`src/rtl/lsser_pkg.sv`:
```
// Package for the list store engine: command and status codes, fixed field
// widths and the result record passed from the sequencer to the output stage.
// No dependencies.
package lsser_pkg;

    // Fixed widths of the stream fields
    localparam int FUNC_W  = 3;
    localparam int DATA_W  = 32;
    localparam int INDEX_W = 6;
    localparam int LEN_W   = 7;

    // Largest reported length and largest number of entries one dump emits
    localparam int LEN_MAX  = 127;
    localparam int DUMP_MAX = 64;

    // Command codes
    localparam logic [FUNC_W-1:0] FUNC_CLEAR   = 3'd0;
    localparam logic [FUNC_W-1:0] FUNC_APPEND  = 3'd1;
    localparam logic [FUNC_W-1:0] FUNC_ERASE   = 3'd2;
    localparam logic [FUNC_W-1:0] FUNC_SORT    = 3'd3;
    localparam logic [FUNC_W-1:0] FUNC_REVERSE = 3'd4;
    localparam logic [FUNC_W-1:0] FUNC_DUMP    = 3'd5;

    // Status codes
    localparam logic [1:0] STATUS_OK    = 2'd0;
    localparam logic [1:0] STATUS_FULL  = 2'd1;
    localparam logic [1:0] STATUS_RANGE = 2'd2;

    // One result item
    typedef struct packed {
        logic signed [DATA_W-1:0]  value;
        logic        [INDEX_W-1:0] position;
        logic                      valid;
        logic        [LEN_W-1:0]   length;
        logic        [1:0]         status;
        logic                      last;
    } result_t;

endpackage

```
`src/rtl/lsser_mem.sv`:
```
// Entry store of the list engine: one write port and one read port with a
// registered, enabled read. Depends on nothing.
module lsser_mem #(
    parameter int DEPTH = 64,
    parameter int WIDTH = 32,
    localparam int AW   = $clog2(DEPTH)
) (
    input  logic                    clk,
    input  logic                    wr_en,
    input  logic [AW-1:0]           wr_addr,
    input  logic signed [WIDTH-1:0] wr_data,
    input  logic                    rd_en,
    input  logic [AW-1:0]           rd_addr,
    output logic signed [WIDTH-1:0] rd_data
);

    logic signed [WIDTH-1:0] mem [DEPTH];

    // Write port
    always_ff @(posedge clk)
    begin
        if (wr_en)
        begin
            mem[wr_addr] <= wr_data;
        end
    end

    // Read port; the data holds until the next enabled read
    always_ff @(posedge clk)
    begin
        if (rd_en)
        begin
            rd_data <= mem[rd_addr];
        end
    end

endmodule

```
`src/rtl/lsser_seq.sv`:
```
// Command sequencer of the list engine: runs each command as a series of
// memory steps around one signed compare. Depends on lsser_pkg.
module lsser_seq #(
    parameter int CAPACITY    = 64,
    parameter int VALUE_WIDTH = 32,
    localparam int AW         = $clog2(CAPACITY),
    localparam int CW         = $clog2(CAPACITY + 1)
) (
    input  logic                                   clk,
    input  logic                                   rst_n,
    input  logic                                   in_valid,
    output logic                                   in_ready,
    input  logic [lsser_pkg::FUNC_W-1:0]           in_func,
    input  logic signed [lsser_pkg::DATA_W-1:0]    in_data,
    input  logic [lsser_pkg::INDEX_W-1:0]          in_index,
    output logic                                   res_valid,
    input  logic                                   res_ready,
    output lsser_pkg::result_t                     res,
    output logic                                   mem_wr_en,
    output logic [AW-1:0]                          mem_wr_addr,
    output logic signed [VALUE_WIDTH-1:0]          mem_wr_data,
    output logic                                   mem_rd_en,
    output logic [AW-1:0]                          mem_rd_addr,
    input  logic signed [VALUE_WIDTH-1:0]          mem_rd_data
);

    localparam int LW     = (CW > lsser_pkg::LEN_W) ? CW : lsser_pkg::LEN_W;
    localparam int IW     = (CW > lsser_pkg::INDEX_W) ? CW : lsser_pkg::INDEX_W;
    localparam int DUMP_N = (CAPACITY < lsser_pkg::DUMP_MAX) ? CAPACITY : lsser_pkg::DUMP_MAX;

    typedef enum logic [3:0] {
        ST_IDLE,
        ST_ERS_RD,
        ST_ERS_MOV,
        ST_SORT_RDI,
        ST_SORT_LDI,
        ST_SORT_CMP,
        ST_SORT_WRI,
        ST_REV_RDA,
        ST_REV_RDB,
        ST_REV_WRA,
        ST_REV_WRB,
        ST_DMP_RD,
        ST_DMP_EMIT,
        ST_RESP
    } state_t;

    state_t                        state_reg, state_next;
    logic [CW-1:0]                 a_reg, a_next;
    logic [CW-1:0]                 b_reg, b_next;
    logic [CW-1:0]                 count_reg, count_next;
    logic signed [VALUE_WIDTH-1:0] cur_reg, cur_next;
    logic [1:0]                    status_reg, status_next;

    logic [CW-1:0] a_inc, a_inc2, b_inc, b_dec, idx_c, idx_inc;
    logic [LW-1:0] count_ext;
    logic [lsser_pkg::LEN_W-1:0] length;
    logic          greater;
    logic          dmp_last;

    // Index arithmetic and the signed compare used by the sort
    assign a_inc     = a_reg + CW'(1);
    assign a_inc2    = a_reg + CW'(2);
    assign b_inc     = b_reg + CW'(1);
    assign b_dec     = b_reg - CW'(1);
    assign idx_c     = CW'(in_index);
    assign idx_inc   = idx_c + CW'(1);
    assign greater   = cur_reg > mem_rd_data;
    assign dmp_last  = (a_inc == count_reg) || (a_reg == CW'(DUMP_N - 1));
    assign count_ext = LW'(count_reg);
    assign length    = (count_ext > LW'(lsser_pkg::LEN_MAX)) ?
                       lsser_pkg::LEN_W'(lsser_pkg::LEN_MAX) : count_ext[lsser_pkg::LEN_W-1:0];

    // Next-state logic and memory port control
    always_comb
    begin
        state_next   = state_reg;
        a_next       = a_reg;
        b_next       = b_reg;
        count_next   = count_reg;
        cur_next     = cur_reg;
        status_next  = status_reg;
        in_ready     = (state_reg == ST_IDLE);
        mem_wr_en    = 1'b0;
        mem_wr_addr  = a_reg[AW-1:0];
        mem_wr_data  = cur_reg;
        mem_rd_en    = 1'b0;
        mem_rd_addr  = a_reg[AW-1:0];
        res_valid    = 1'b0;
        res.value    = '0;
        res.position = '0;
        res.valid    = 1'b0;
        res.length   = length;
        res.status   = status_reg;
        res.last     = 1'b1;

        case (state_reg)
            ST_IDLE:
            begin
                if (in_valid)
                begin
                    status_next = lsser_pkg::STATUS_OK;
                    state_next  = ST_RESP;
                    case (in_func)
                        lsser_pkg::FUNC_CLEAR:
                        begin
                            count_next = '0;
                        end
                        lsser_pkg::FUNC_APPEND:
                        begin
                            if (count_reg == CW'(CAPACITY))
                            begin
                                status_next = lsser_pkg::STATUS_FULL;
                            end
                            else
                            begin
                                mem_wr_en   = 1'b1;
                                mem_wr_addr = count_reg[AW-1:0];
                                mem_wr_data = VALUE_WIDTH'(in_data);
                                count_next  = count_reg + CW'(1);
                            end
                        end
                        lsser_pkg::FUNC_ERASE:
                        begin
                            if (IW'(in_index) >= IW'(count_reg))
                            begin
                                status_next = lsser_pkg::STATUS_RANGE;
                            end
                            else if (idx_inc < count_reg)
                            begin
                                a_next     = idx_c;
                                state_next = ST_ERS_RD;
                            end
                            else
                            begin
                                count_next = count_reg - CW'(1);
                            end
                        end
                        lsser_pkg::FUNC_SORT:
                        begin
                            if (count_reg >= CW'(2))
                            begin
                                a_next     = '0;
                                state_next = ST_SORT_RDI;
                            end
                        end
                        lsser_pkg::FUNC_REVERSE:
                        begin
                            if (count_reg >= CW'(2))
                            begin
                                a_next     = '0;
                                b_next     = count_reg - CW'(1);
                                state_next = ST_REV_RDA;
                            end
                        end
                        lsser_pkg::FUNC_DUMP:
                        begin
                            if (count_reg != '0)
                            begin
                                a_next     = '0;
                                state_next = ST_DMP_RD;
                            end
                        end
                        default:
                        begin
                            state_next = ST_RESP;
                        end
                    endcase
                end
            end

            // Erase: shift the tail down one entry per cycle
            ST_ERS_RD:
            begin
                mem_rd_en   = 1'b1;
                mem_rd_addr = a_inc[AW-1:0];
                state_next  = ST_ERS_MOV;
            end
            ST_ERS_MOV:
            begin
                mem_wr_en   = 1'b1;
                mem_wr_data = mem_rd_data;
                if (a_inc2 < count_reg)
                begin
                    mem_rd_en   = 1'b1;
                    mem_rd_addr = a_inc2[AW-1:0];
                    a_next      = a_inc;
                end
                else
                begin
                    count_next = count_reg - CW'(1);
                    state_next = ST_RESP;
                end
            end

            // Sort: the smallest value seen for entry i is held in cur_reg while j walks the rest
            ST_SORT_RDI:
            begin
                mem_rd_en  = 1'b1;
                state_next = ST_SORT_LDI;
            end
            ST_SORT_LDI:
            begin
                cur_next    = mem_rd_data;
                mem_rd_en   = 1'b1;
                mem_rd_addr = a_inc[AW-1:0];
                b_next      = a_inc;
                state_next  = ST_SORT_CMP;
            end
            ST_SORT_CMP:
            begin
                if (greater)
                begin
                    mem_wr_en   = 1'b1;
                    mem_wr_addr = b_reg[AW-1:0];
                    mem_wr_data = cur_reg;
                    cur_next    = mem_rd_data;
                end
                if (b_inc < count_reg)
                begin
                    mem_rd_en   = 1'b1;
                    mem_rd_addr = b_inc[AW-1:0];
                    b_next      = b_inc;
                end
                else
                begin
                    state_next = ST_SORT_WRI;
                end
            end
            ST_SORT_WRI:
            begin
                mem_wr_en = 1'b1;
                if (a_inc2 < count_reg)
                begin
                    mem_rd_en   = 1'b1;
                    mem_rd_addr = a_inc[AW-1:0];
                    a_next      = a_inc;
                    state_next  = ST_SORT_LDI;
                end
                else
                begin
                    state_next = ST_RESP;
                end
            end

            // Reverse: swap the outer pair, then move both ends inward
            ST_REV_RDA:
            begin
                mem_rd_en  = 1'b1;
                state_next = ST_REV_RDB;
            end
            ST_REV_RDB:
            begin
                cur_next    = mem_rd_data;
                mem_rd_en   = 1'b1;
                mem_rd_addr = b_reg[AW-1:0];
                state_next  = ST_REV_WRA;
            end
            ST_REV_WRA:
            begin
                mem_wr_en   = 1'b1;
                mem_wr_data = mem_rd_data;
                state_next  = ST_REV_WRB;
            end
            ST_REV_WRB:
            begin
                mem_wr_en   = 1'b1;
                mem_wr_addr = b_reg[AW-1:0];
                if (a_inc < b_dec)
                begin
                    a_next     = a_inc;
                    b_next     = b_dec;
                    state_next = ST_REV_RDA;
                end
                else
                begin
                    state_next = ST_RESP;
                end
            end

            // Dump: one entry per transfer, the next read issued on acceptance
            ST_DMP_RD:
            begin
                mem_rd_en  = 1'b1;
                state_next = ST_DMP_EMIT;
            end
            ST_DMP_EMIT:
            begin
                res_valid    = 1'b1;
                res.value    = lsser_pkg::DATA_W'(mem_rd_data);
                res.position = lsser_pkg::INDEX_W'(a_reg);
                res.valid    = 1'b1;
                res.last     = dmp_last;
                if (res_ready)
                begin
                    if (dmp_last)
                    begin
                        state_next = ST_IDLE;
                    end
                    else
                    begin
                        mem_rd_en   = 1'b1;
                        mem_rd_addr = a_inc[AW-1:0];
                        a_next      = a_inc;
                    end
                end
            end

            // Single closing result of every command but a non-empty dump
            ST_RESP:
            begin
                res_valid = 1'b1;
                if (res_ready)
                begin
                    state_next = ST_IDLE;
                end
            end

            default:
            begin
                state_next = ST_IDLE;
            end
        endcase
    end

    // State and working registers
    always_ff @(posedge clk or negedge rst_n)
    begin
        if (!rst_n)
        begin
            state_reg  <= ST_IDLE;
            count_reg  <= '0;
            status_reg <= lsser_pkg::STATUS_OK;
            a_reg      <= '0;
            b_reg      <= '0;
        end
        else
        begin
            state_reg  <= state_next;
            count_reg  <= count_next;
            status_reg <= status_next;
            a_reg      <= a_next;
            b_reg      <= b_next;
        end
    end

    always_ff @(posedge clk)
    begin
        cur_reg <= cur_next;
    end

    // The entry count never passes the capacity
    a_count_bound: assert property (@(posedge clk) disable iff (!rst_n)
        count_reg <= CW'(CAPACITY))
        else $error("entry count above capacity");

    // Writes made while a command runs stay inside the list
    a_wr_inside: assert property (@(posedge clk) disable iff (!rst_n)
        (mem_wr_en && state_reg != ST_IDLE) |-> (CW'(mem_wr_addr) < count_reg))
        else $error("memory write outside the list during a command");

    // Only dump entries may be followed by more results
    a_not_last: assert property (@(posedge clk) disable iff (!rst_n)
        (res_valid && !res.last) |-> (res.valid && state_reg == ST_DMP_EMIT))
        else $error("non-final result outside a dump");

    // An accepted command leaves the sequencer not ready right after its transfer
    a_busy_after: assert property (@(posedge clk) disable iff (!rst_n)
        (in_valid && in_ready) |=> !in_ready)
        else $error("ready right after a command transfer");

endmodule

```
`src/rtl/list_store_sort_erase_reverse_top.sv`:
```
// Top level of the list engine: stream ports, sequencer, entry store and the
// output register. Depends on lsser_pkg, lsser_seq and lsser_mem.
//
//  Channel   Direction  Payload
//  s_axis    in         tdata: data_value, position_index; tuser: func
//  m_axis    out        tdata: element_value, element_position, list_length;
//                       tuser: element_valid, status_code; tlast: last
//
// Clear, append, unused codes and refused commands go straight to the closing result.
// Erase of the last entry goes straight to the result; otherwise each later entry moves down in turn.
// Reverse: each swapped pair is read from both ends, then written back to both ends.
// Sort: one compare per cycle, bounded by the single read port of the entry store.
// Dump: the entries follow back to back while m_axis_tready is high.
// Reset clears the count and control; stalls on m_axis hold the sequencer.
module list_store_sort_erase_reverse_top #(
    parameter int CAPACITY    = 64,
    parameter int VALUE_WIDTH = 32
) (
    input  logic        clk,
    input  logic        rst_n,
    input  logic        s_axis_tvalid,
    output logic        s_axis_tready,
    input  logic [39:0] s_axis_tdata,   // data_value[31:0], position_index[37:32]
    input  logic [2:0]  s_axis_tuser,   // func[2:0]
    output logic        m_axis_tvalid,
    input  logic        m_axis_tready,
    output logic [47:0] m_axis_tdata,   // element_value[31:0], element_position[37:32],
                                        // list_length[44:38]
    output logic [2:0]  m_axis_tuser,   // element_valid[0], status_code[2:1]
    output logic        m_axis_tlast
);

    localparam int AW = $clog2(CAPACITY);

    logic                          res_valid;
    logic                          res_ready;
    lsser_pkg::result_t            res;
    logic                          mem_wr_en;
    logic [AW-1:0]                 mem_wr_addr;
    logic signed [VALUE_WIDTH-1:0] mem_wr_data;
    logic                          mem_rd_en;
    logic [AW-1:0]                 mem_rd_addr;
    logic signed [VALUE_WIDTH-1:0] mem_rd_data;

    logic               out_valid_reg;
    lsser_pkg::result_t out_data_reg;

    // Command sequencer
    lsser_seq #(
        .CAPACITY    (CAPACITY),
        .VALUE_WIDTH (VALUE_WIDTH)
    ) u_seq (
        .clk         (clk),
        .rst_n       (rst_n),
        .in_valid    (s_axis_tvalid),
        .in_ready    (s_axis_tready),
        .in_func     (s_axis_tuser),
        .in_data     (s_axis_tdata[31:0]),
        .in_index    (s_axis_tdata[37:32]),
        .res_valid   (res_valid),
        .res_ready   (res_ready),
        .res         (res),
        .mem_wr_en   (mem_wr_en),
        .mem_wr_addr (mem_wr_addr),
        .mem_wr_data (mem_wr_data),
        .mem_rd_en   (mem_rd_en),
        .mem_rd_addr (mem_rd_addr),
        .mem_rd_data (mem_rd_data)
    );

    // Entry store
    lsser_mem #(
        .DEPTH (CAPACITY),
        .WIDTH (VALUE_WIDTH)
    ) u_mem (
        .clk     (clk),
        .wr_en   (mem_wr_en),
        .wr_addr (mem_wr_addr),
        .wr_data (mem_wr_data),
        .rd_en   (mem_rd_en),
        .rd_addr (mem_rd_addr),
        .rd_data (mem_rd_data)
    );

    // Output register: takes a new result when empty or being drained
    assign res_ready = !out_valid_reg || m_axis_tready;

    always_ff @(posedge clk or negedge rst_n)
    begin
        if (!rst_n)
        begin
            out_valid_reg <= 1'b0;
        end
        else if (res_ready)
        begin
            out_valid_reg <= res_valid;
        end
    end

    always_ff @(posedge clk)
    begin
        if (res_valid && res_ready)
        begin
            out_data_reg <= res;
        end
    end

    // Output packing
    assign m_axis_tvalid = out_valid_reg;
    assign m_axis_tdata  = {3'b000, out_data_reg.length, out_data_reg.position,
                            out_data_reg.value};
    assign m_axis_tuser  = {out_data_reg.status, out_data_reg.valid};
    assign m_axis_tlast  = out_data_reg.last;

endmodule
```
`config.mk`:
```
export PLATFORM = sky130hd
export DESIGN_NAME = list_store_sort_erase_reverse_top
export DESIGN_NICKNAME = d
export VERILOG_FILES = /design/src/rtl/lsser_pkg.sv /design/src/rtl/lsser_mem.sv /design/src/rtl/lsser_seq.sv /design/src/rtl/list_store_sort_erase_reverse_top.sv
export SDC_FILE = /design/constraint.sdc
export NUM_CORES = 2
export LEC_CHECK = 0
export BUFFER_PORTS_ARGS = -buffer_cell sky130_fd_sc_hd__buf_4
export CAP_MARGIN = 10
export CORE_ASPECT_RATIO = 1.1
export CORE_UTILIZATION = 35
export DETAILED_ROUTE_END_ITERATION = 7
export PLACE_DENSITY_LB_ADDON = 0.25
export SETUP_SLACK_MARGIN = 0.15
export SLEW_MARGIN = 20
export SYNTH_ARGS = -nofsm -noshare
export SYNTH_HDL_FRONTEND = slang
export SYNTH_SLANG_ARGS = --single-unit
```
`constraint.sdc`:
```
create_clock -name clk -period 8.4 [get_ports clk]
set_input_delay 1.68 -clock clk [delete_from_list [all_inputs] [get_ports clk]]
set_output_delay 1.68 -clock clk [all_outputs]
set_load 0.01 [all_outputs]
```
======== Word-level counts from Yosys, hierarchy flattened ========
Memory sizes are Yosys's and may differ from the RTL's. A register that Yosys moved wholly into a read port is not among the register bits.
Cells that the tools add are included.
Widths: inputs -> output; s select.
operators by class
  mux-type cells .......................... 73
  order comparisons ....................... 8
  reductions and logical operators ........ 25
  $mul .................................... 0
  shift operators ......................... 0
  div/mod/pow operators ................... 0
  add/subtract/negate cells ............... 7
  bitwise operators ....................... 0
  equality and inequality tests ........... 42
operators with widths
  kind                 number
  $mux 7               19
  $mux 32              4
  $pmux 32 s2          2
  $pmux 4 s14          1
  $pmux 7 s4           2
  $mux 6               9
  $mux 4               12
  $pmux 7 s3           2
  $pmux 6 s6           1
  $gt 32x32->1         1
  $lt 7x7->1           4
  $eq 4x4->1 const B   6
  $add 7x1->7 const B  3
  $pmux 6 s3           1
  $eq 4x3->1 const B   4
  $pmux 4 s4           1
  $ne 2x1->1 const B   7
  $pmux 7 s2           1
  $sub 7x1->7 const B  2
  $mux 1               13
  $ne 2x2->1 const B   6
  $reduce_and 6->1     2
  $reduce_or 2->1      6
  $reduce_and 11->1    1
  34 further kinds     45
storage, ports and cells
  input bits .............................. 47
  bits in latches ......................... 0
  word-level logic and storage cells ...... 169
  register bits after elaboration ......... 109
  memories kept ........................... 1
  memory bits (writable) .................. 2048
  ROM bits ................................ 0
memories
  memory     depth  width  read ports  clocked after Yosys merged registers in  wr ports  RTL line         text
  u_mem.mem  64     32     1           1                                        1         lsser_mem.sv:17  logic signed [WIDTH-1:0] mem [DEPTH];

======== Depth between registers and ports, before layout ========
  depth after elaboration ................. 7
  mapped depth ............................ 21
  gate-level depth less buffers ........... 16

======== Hierarchy ========
From an unflattened synthesis, not the netlist that was laid out.
second synthesis, totals
  cell total of the unflattened synthesis .. 4425
  area total of the unflattened synthesis .. 87606.5 um^2
modules (own cells, without submodules)
  module                             area each (um^2)  times used  cells each
  lsser_mem                          79359.9           1           3511
  lsser_seq                          6695.2            1           857
  list_store_sort_erase_reverse_top  1551.5            1           57

======== Least setup slack after synthesis ========
OpenSTA, ideal clock, no wires.
  path type ............................... input-to-reg
  from .................................... input s_axis_tuser[1]
  to ...................................... memory u_mem.mem[57][0] (enable)
  arrival time ............................ 7.276 ns
  path buffers ............................ 1
  path slack .............................. 0.622 ns
  stages on the path ...................... 12
  cell sequence ........................... or3b_2 a311oi_1 o21ai_0 a21oi_1 a21oi_1 nand4_1 mux2i_1 a21o_1 or3b_1 or2_2 clkbuf_1 nor4_1
between the ends
  longest elaborated chain between the ends .. 6
RTL lines
  element                       RTL line                                 text
  start: declaration            list_store_sort_erase_reverse_top.sv:24  input logic [2:0] s_axis_tuser,
  $eq 3x1->1 (*)                lsser_seq.sv:104                         case (in_func)
  $mux 1                        lsser_seq.sv:104
  $mux 1                        lsser_seq.sv:100                         if (in_valid)
  $pmux 1 s3                    lsser_seq.sv:97                          case (state_reg)
  $mux 1                        lsser_mem.sv:22                          if (wr_en)
  $mux 1 (implied by the code)  lsser_mem.sv:24                          mem[wr_addr] <= wr_data;
  end: declaration              lsser_mem.sv:17
Every way passes the cells marked *; elsewhere a longest branch is shown, timed or not.

======== Worst setup path after layout ========
  from .................................... register u_seq.a_reg[2]
  to ...................................... register u_mem.rd_data[9] (read register of u_mem.mem) (data pin)
between the ends
  longest elaborated chain between the ends .. 6
RTL lines
  element                                                              RTL line          text
  start: declaration                                                   lsser_seq.sv:49   logic [CW-1:0] a_reg, a_next;
  start signal: assignment                                             lsser_seq.sv:342  a_reg <= a_next;
  parallel branches: the longest is 6 deep, another holds $add 7x2->7  n/a
  end: declaration                                                     lsser_mem.sv:14   output logic signed [WIDTH-1:0] rd_data
Several ways; the timed one is not identified.
A chain may end at the register's enable or synchronous reset.

==> summary.md <==
| Metric | Value |
|---|---|
| Status | `finished, violations left` |
| Failing checks | `design-rule violations` |
| Number of I/O port buffers | `95` |
| Setup-failing EPs final | `0` |
| Syn avg cell area | `12.9 um^2` |
| Fmax | `0.139 GHz` |
| Most frequent cell after synthesis | `edfxtp_1` |
| Drt drc | `8` |
| CTS tree | `yes` |
| Util after Layout | `0.399` |
| Gr ovfl total | `0` |
| Post-synth top cells | `edfxtp_1, nand2_1, nand3_1` |
| Yosys top cell area share | `0.725` |
| CP startpoint kind | `flop` |
| Final period utilization | `0.855` |
| Clk root buf | `clkbuf_16` |
| H-tree Lvls | `4` |
| Setup_tns | `0 ns` |
| Initial antenna violation count | `17` |
| Max reg flops | `2048` |
| Reg area | `65600 um^2` |
| Hold_buf cts | `0` |
| Num CTS Buffers | `219` |
| Reg clk slew, reported paths | `0.06 ns` |
| Total die area | `roughly 260000 um^2` |
| Multi-input gate area | `22200 um^2` |
| #FFs+latches synth | `between 2000 and 2500` |
| Yosys warning total | `0` |
| Area contributors post-synth | `edfxtp_1, nand2_1, nand3_1, a21oi_1, mux2i_1` |
| HP Class | `flop to flop` |
| Hold Vio Cnt, Final | `0` |
| CP Max Fanout | `48` |
| Slowest cell on crit path | `and2_4` |
| I/O Pins | `101` |
| Post_cts resized | `0` |
| Fraction of registers with async set/reset | `0.0128` |
| First-pass GRT wire length | `roughly 390000 um` |
| MaxCap Viol Count | `0` |
| Starting Density | `0.352` |
| Postcts setup bufs | `0` |
| CP Data Required Time | `8.98 ns` |
| Post-route ant nets | `0` |
| Setup CP Type | `flop to flop` |
| Nets | `7113` |
| Seq/Total Area, Yosys | `0.733` |
| Synth unique cells | `slightly below 90` |
| CP arrival | `7.77 ns` |
| Hold depth | `0` |
| Final GP Congestion | `0.863` |
| Clock latency on the worst-skew pair | `just under 0.9 ns` |
| Routed len/inst | `25.6 um` |
| Slew headroom | `0.221` |
| Height of the die | `532 um` |
| Largest net degree at the start of global routing | `191` |
| WL final | `269000 um` |
| Critical Path Sink Type | `flop` |
| Area leader, netlist | `edfxtp_1` |
| Fin crit period | `just over 7 ns` |
| Synthesized area | `89500 um^2` |
| Layout Cells excl Fill | `10500` |
| Vias in the first global route | `55200` |
| Share of cells above drive strength 1 | `0.101` |
| Row cnt | `194` |
| Max-slew violation count | `0` |
| Cells along the critical path | `ha_1 > nand3_1 > xnor2_1 > ha_1 > o21a_1 > o21ai_0 > a32o_1 > nand3_1 > and4_1 > a21oi_1 > and2_4 > buf_12 > mux2i_1 > a221oi_1 > a21oi_1 > nand4_1 > or4_1` |
| P&R area growth vs syn | `13.5%` |
| Longest Clk Path Bufs | `4` |
| Top FF cell, synth | `edfxtp_1` |
| Top reg by flops | `u_mem.mem` |
| Clock Skew | `0.0704 ns` |
| Placed insts | `10100` |
| Die Wd | `484 um` |
| Core ar. | `254000 um^2` |
| GR Util All Layers | `0.204` |
| Slowest stage delay, CP | `0.85 ns` |
| Number of synthesized flops with an enable pin | `2161` |
| Worst-Margin Slew | `1.17 ns` |
| First-pass DRT Iterations | `8` |
| Num Clock Sinks | `2189` |
| Vias per cell | `5.49` |
| DR vias | `57600` |
| Fillers | `23600` |
| Cells on worst reg2reg path | `17` |
| Dpl hpwl | `between 150000 and 200000 um` |
| Unrepaired setup endpoints after global routing | `false` |
| Mapped Cells | `approximately 6900` |
| Dpl cell area | `94900 um^2` |
| Starting DRT DRC Count | `6923` |
| Cell area after layout | `102000 um^2` |
path summary, 6_finish.rpt:
check                                     from          endpoint  slack [ns]
min in group asynchronous                rst_n     m_axis_tvalid        0.76
max                             u_seq.a_reg[2]  u_mem.rd_data[9]        1.22
max in group asynchronous                rst_n    u_seq.b_reg[5]        7.30
min reg2reg                u_seq.status_reg[1]   m_axis_tuser[2]        0.48
min                        u_seq.status_reg[1]   m_axis_tuser[2]        0.48
max reg2reg                     u_seq.a_reg[2]  u_mem.rd_data[9]        1.22
final cells by class:
class	count	share of cell area
inverter	94	0.00348
clock buffer	278	0.0569
sequential	2189	0.646
multi-input combinational	4187	0.219
tap	3332	0.0411
antenna	15	0.000370
timing repair buffer	303	0.0258
clock inverter	110	0.00770
per-stage QoR:
stage	hold WS, ns	worst slack (ns)
finish	0.482	1.22
detailed placement	0.479	1.40
global route	0.493	0.955
global placement	0.480	1.44
floorplan	0.419	0.622
CTS	0.487	1.40
routing by layer:
layer,share of wire,GRT usage,up-vias
li1,-,-,25800
met1,0.43,0.285,29200
met2,0.46,0.318,2271
met3,0.077,0.0312,421
met4,0.040,0.0787,6
met5,0.00014,0,-
critical path, delay by kind of cell (launching register included):
kind / cells / cell delay, ns
multiplexers: 1 / 0.20
buffers and inverters: 1 / 0.25
AND/OR/NAND/NOR: 6 / 2.85
flip-flops: 1 / 0.77
AO/OA/AOI/OAI: 6 / 1.81
XOR/XNOR: 1 / 0.25
adder cells (fa/ha/maj): 2 / 0.63
logic make-up after synthesis:
group / after synthesis / synth area share
AOI/OAI and AO/OA: 1008 / 0.0685
adders and majority gates: 72 / 0.0101
xor gates and xnor gates: 31 / 0.00303
buffers and inverters: 551 / 0.0259
DFF: 2189 / 0.733
other: 1 / 0.0000419
muxes: 141 / 0.0159
and+or+nand+nor: 2932 / 0.144
cell usage in the layout (no fill, tap or decap), types with 36 or more instances in the layout:
master     synthesis  routed
a21oi_1          485     485
inv_1             93      61
nor2_1           148      97
clkbuf_1         295      55
nand4_1          138     138
a222oi_1          36      36
edfxtp_1        2161    2161
clkbuf_16          0     222
a221oi_1          40      40
o21ai_0          150     149
ha_1              72      72
nand2_1         1710    1707
nor2_4             0      48
clkinv_1           0      61
a22oi_1          131     129
nand3_1          742     741
buf_4              8     277
mux2i_1          135     135
Power is not shown: default switching activity piles up to over one toggle a cycle in this logic, so the estimate is an artifact.
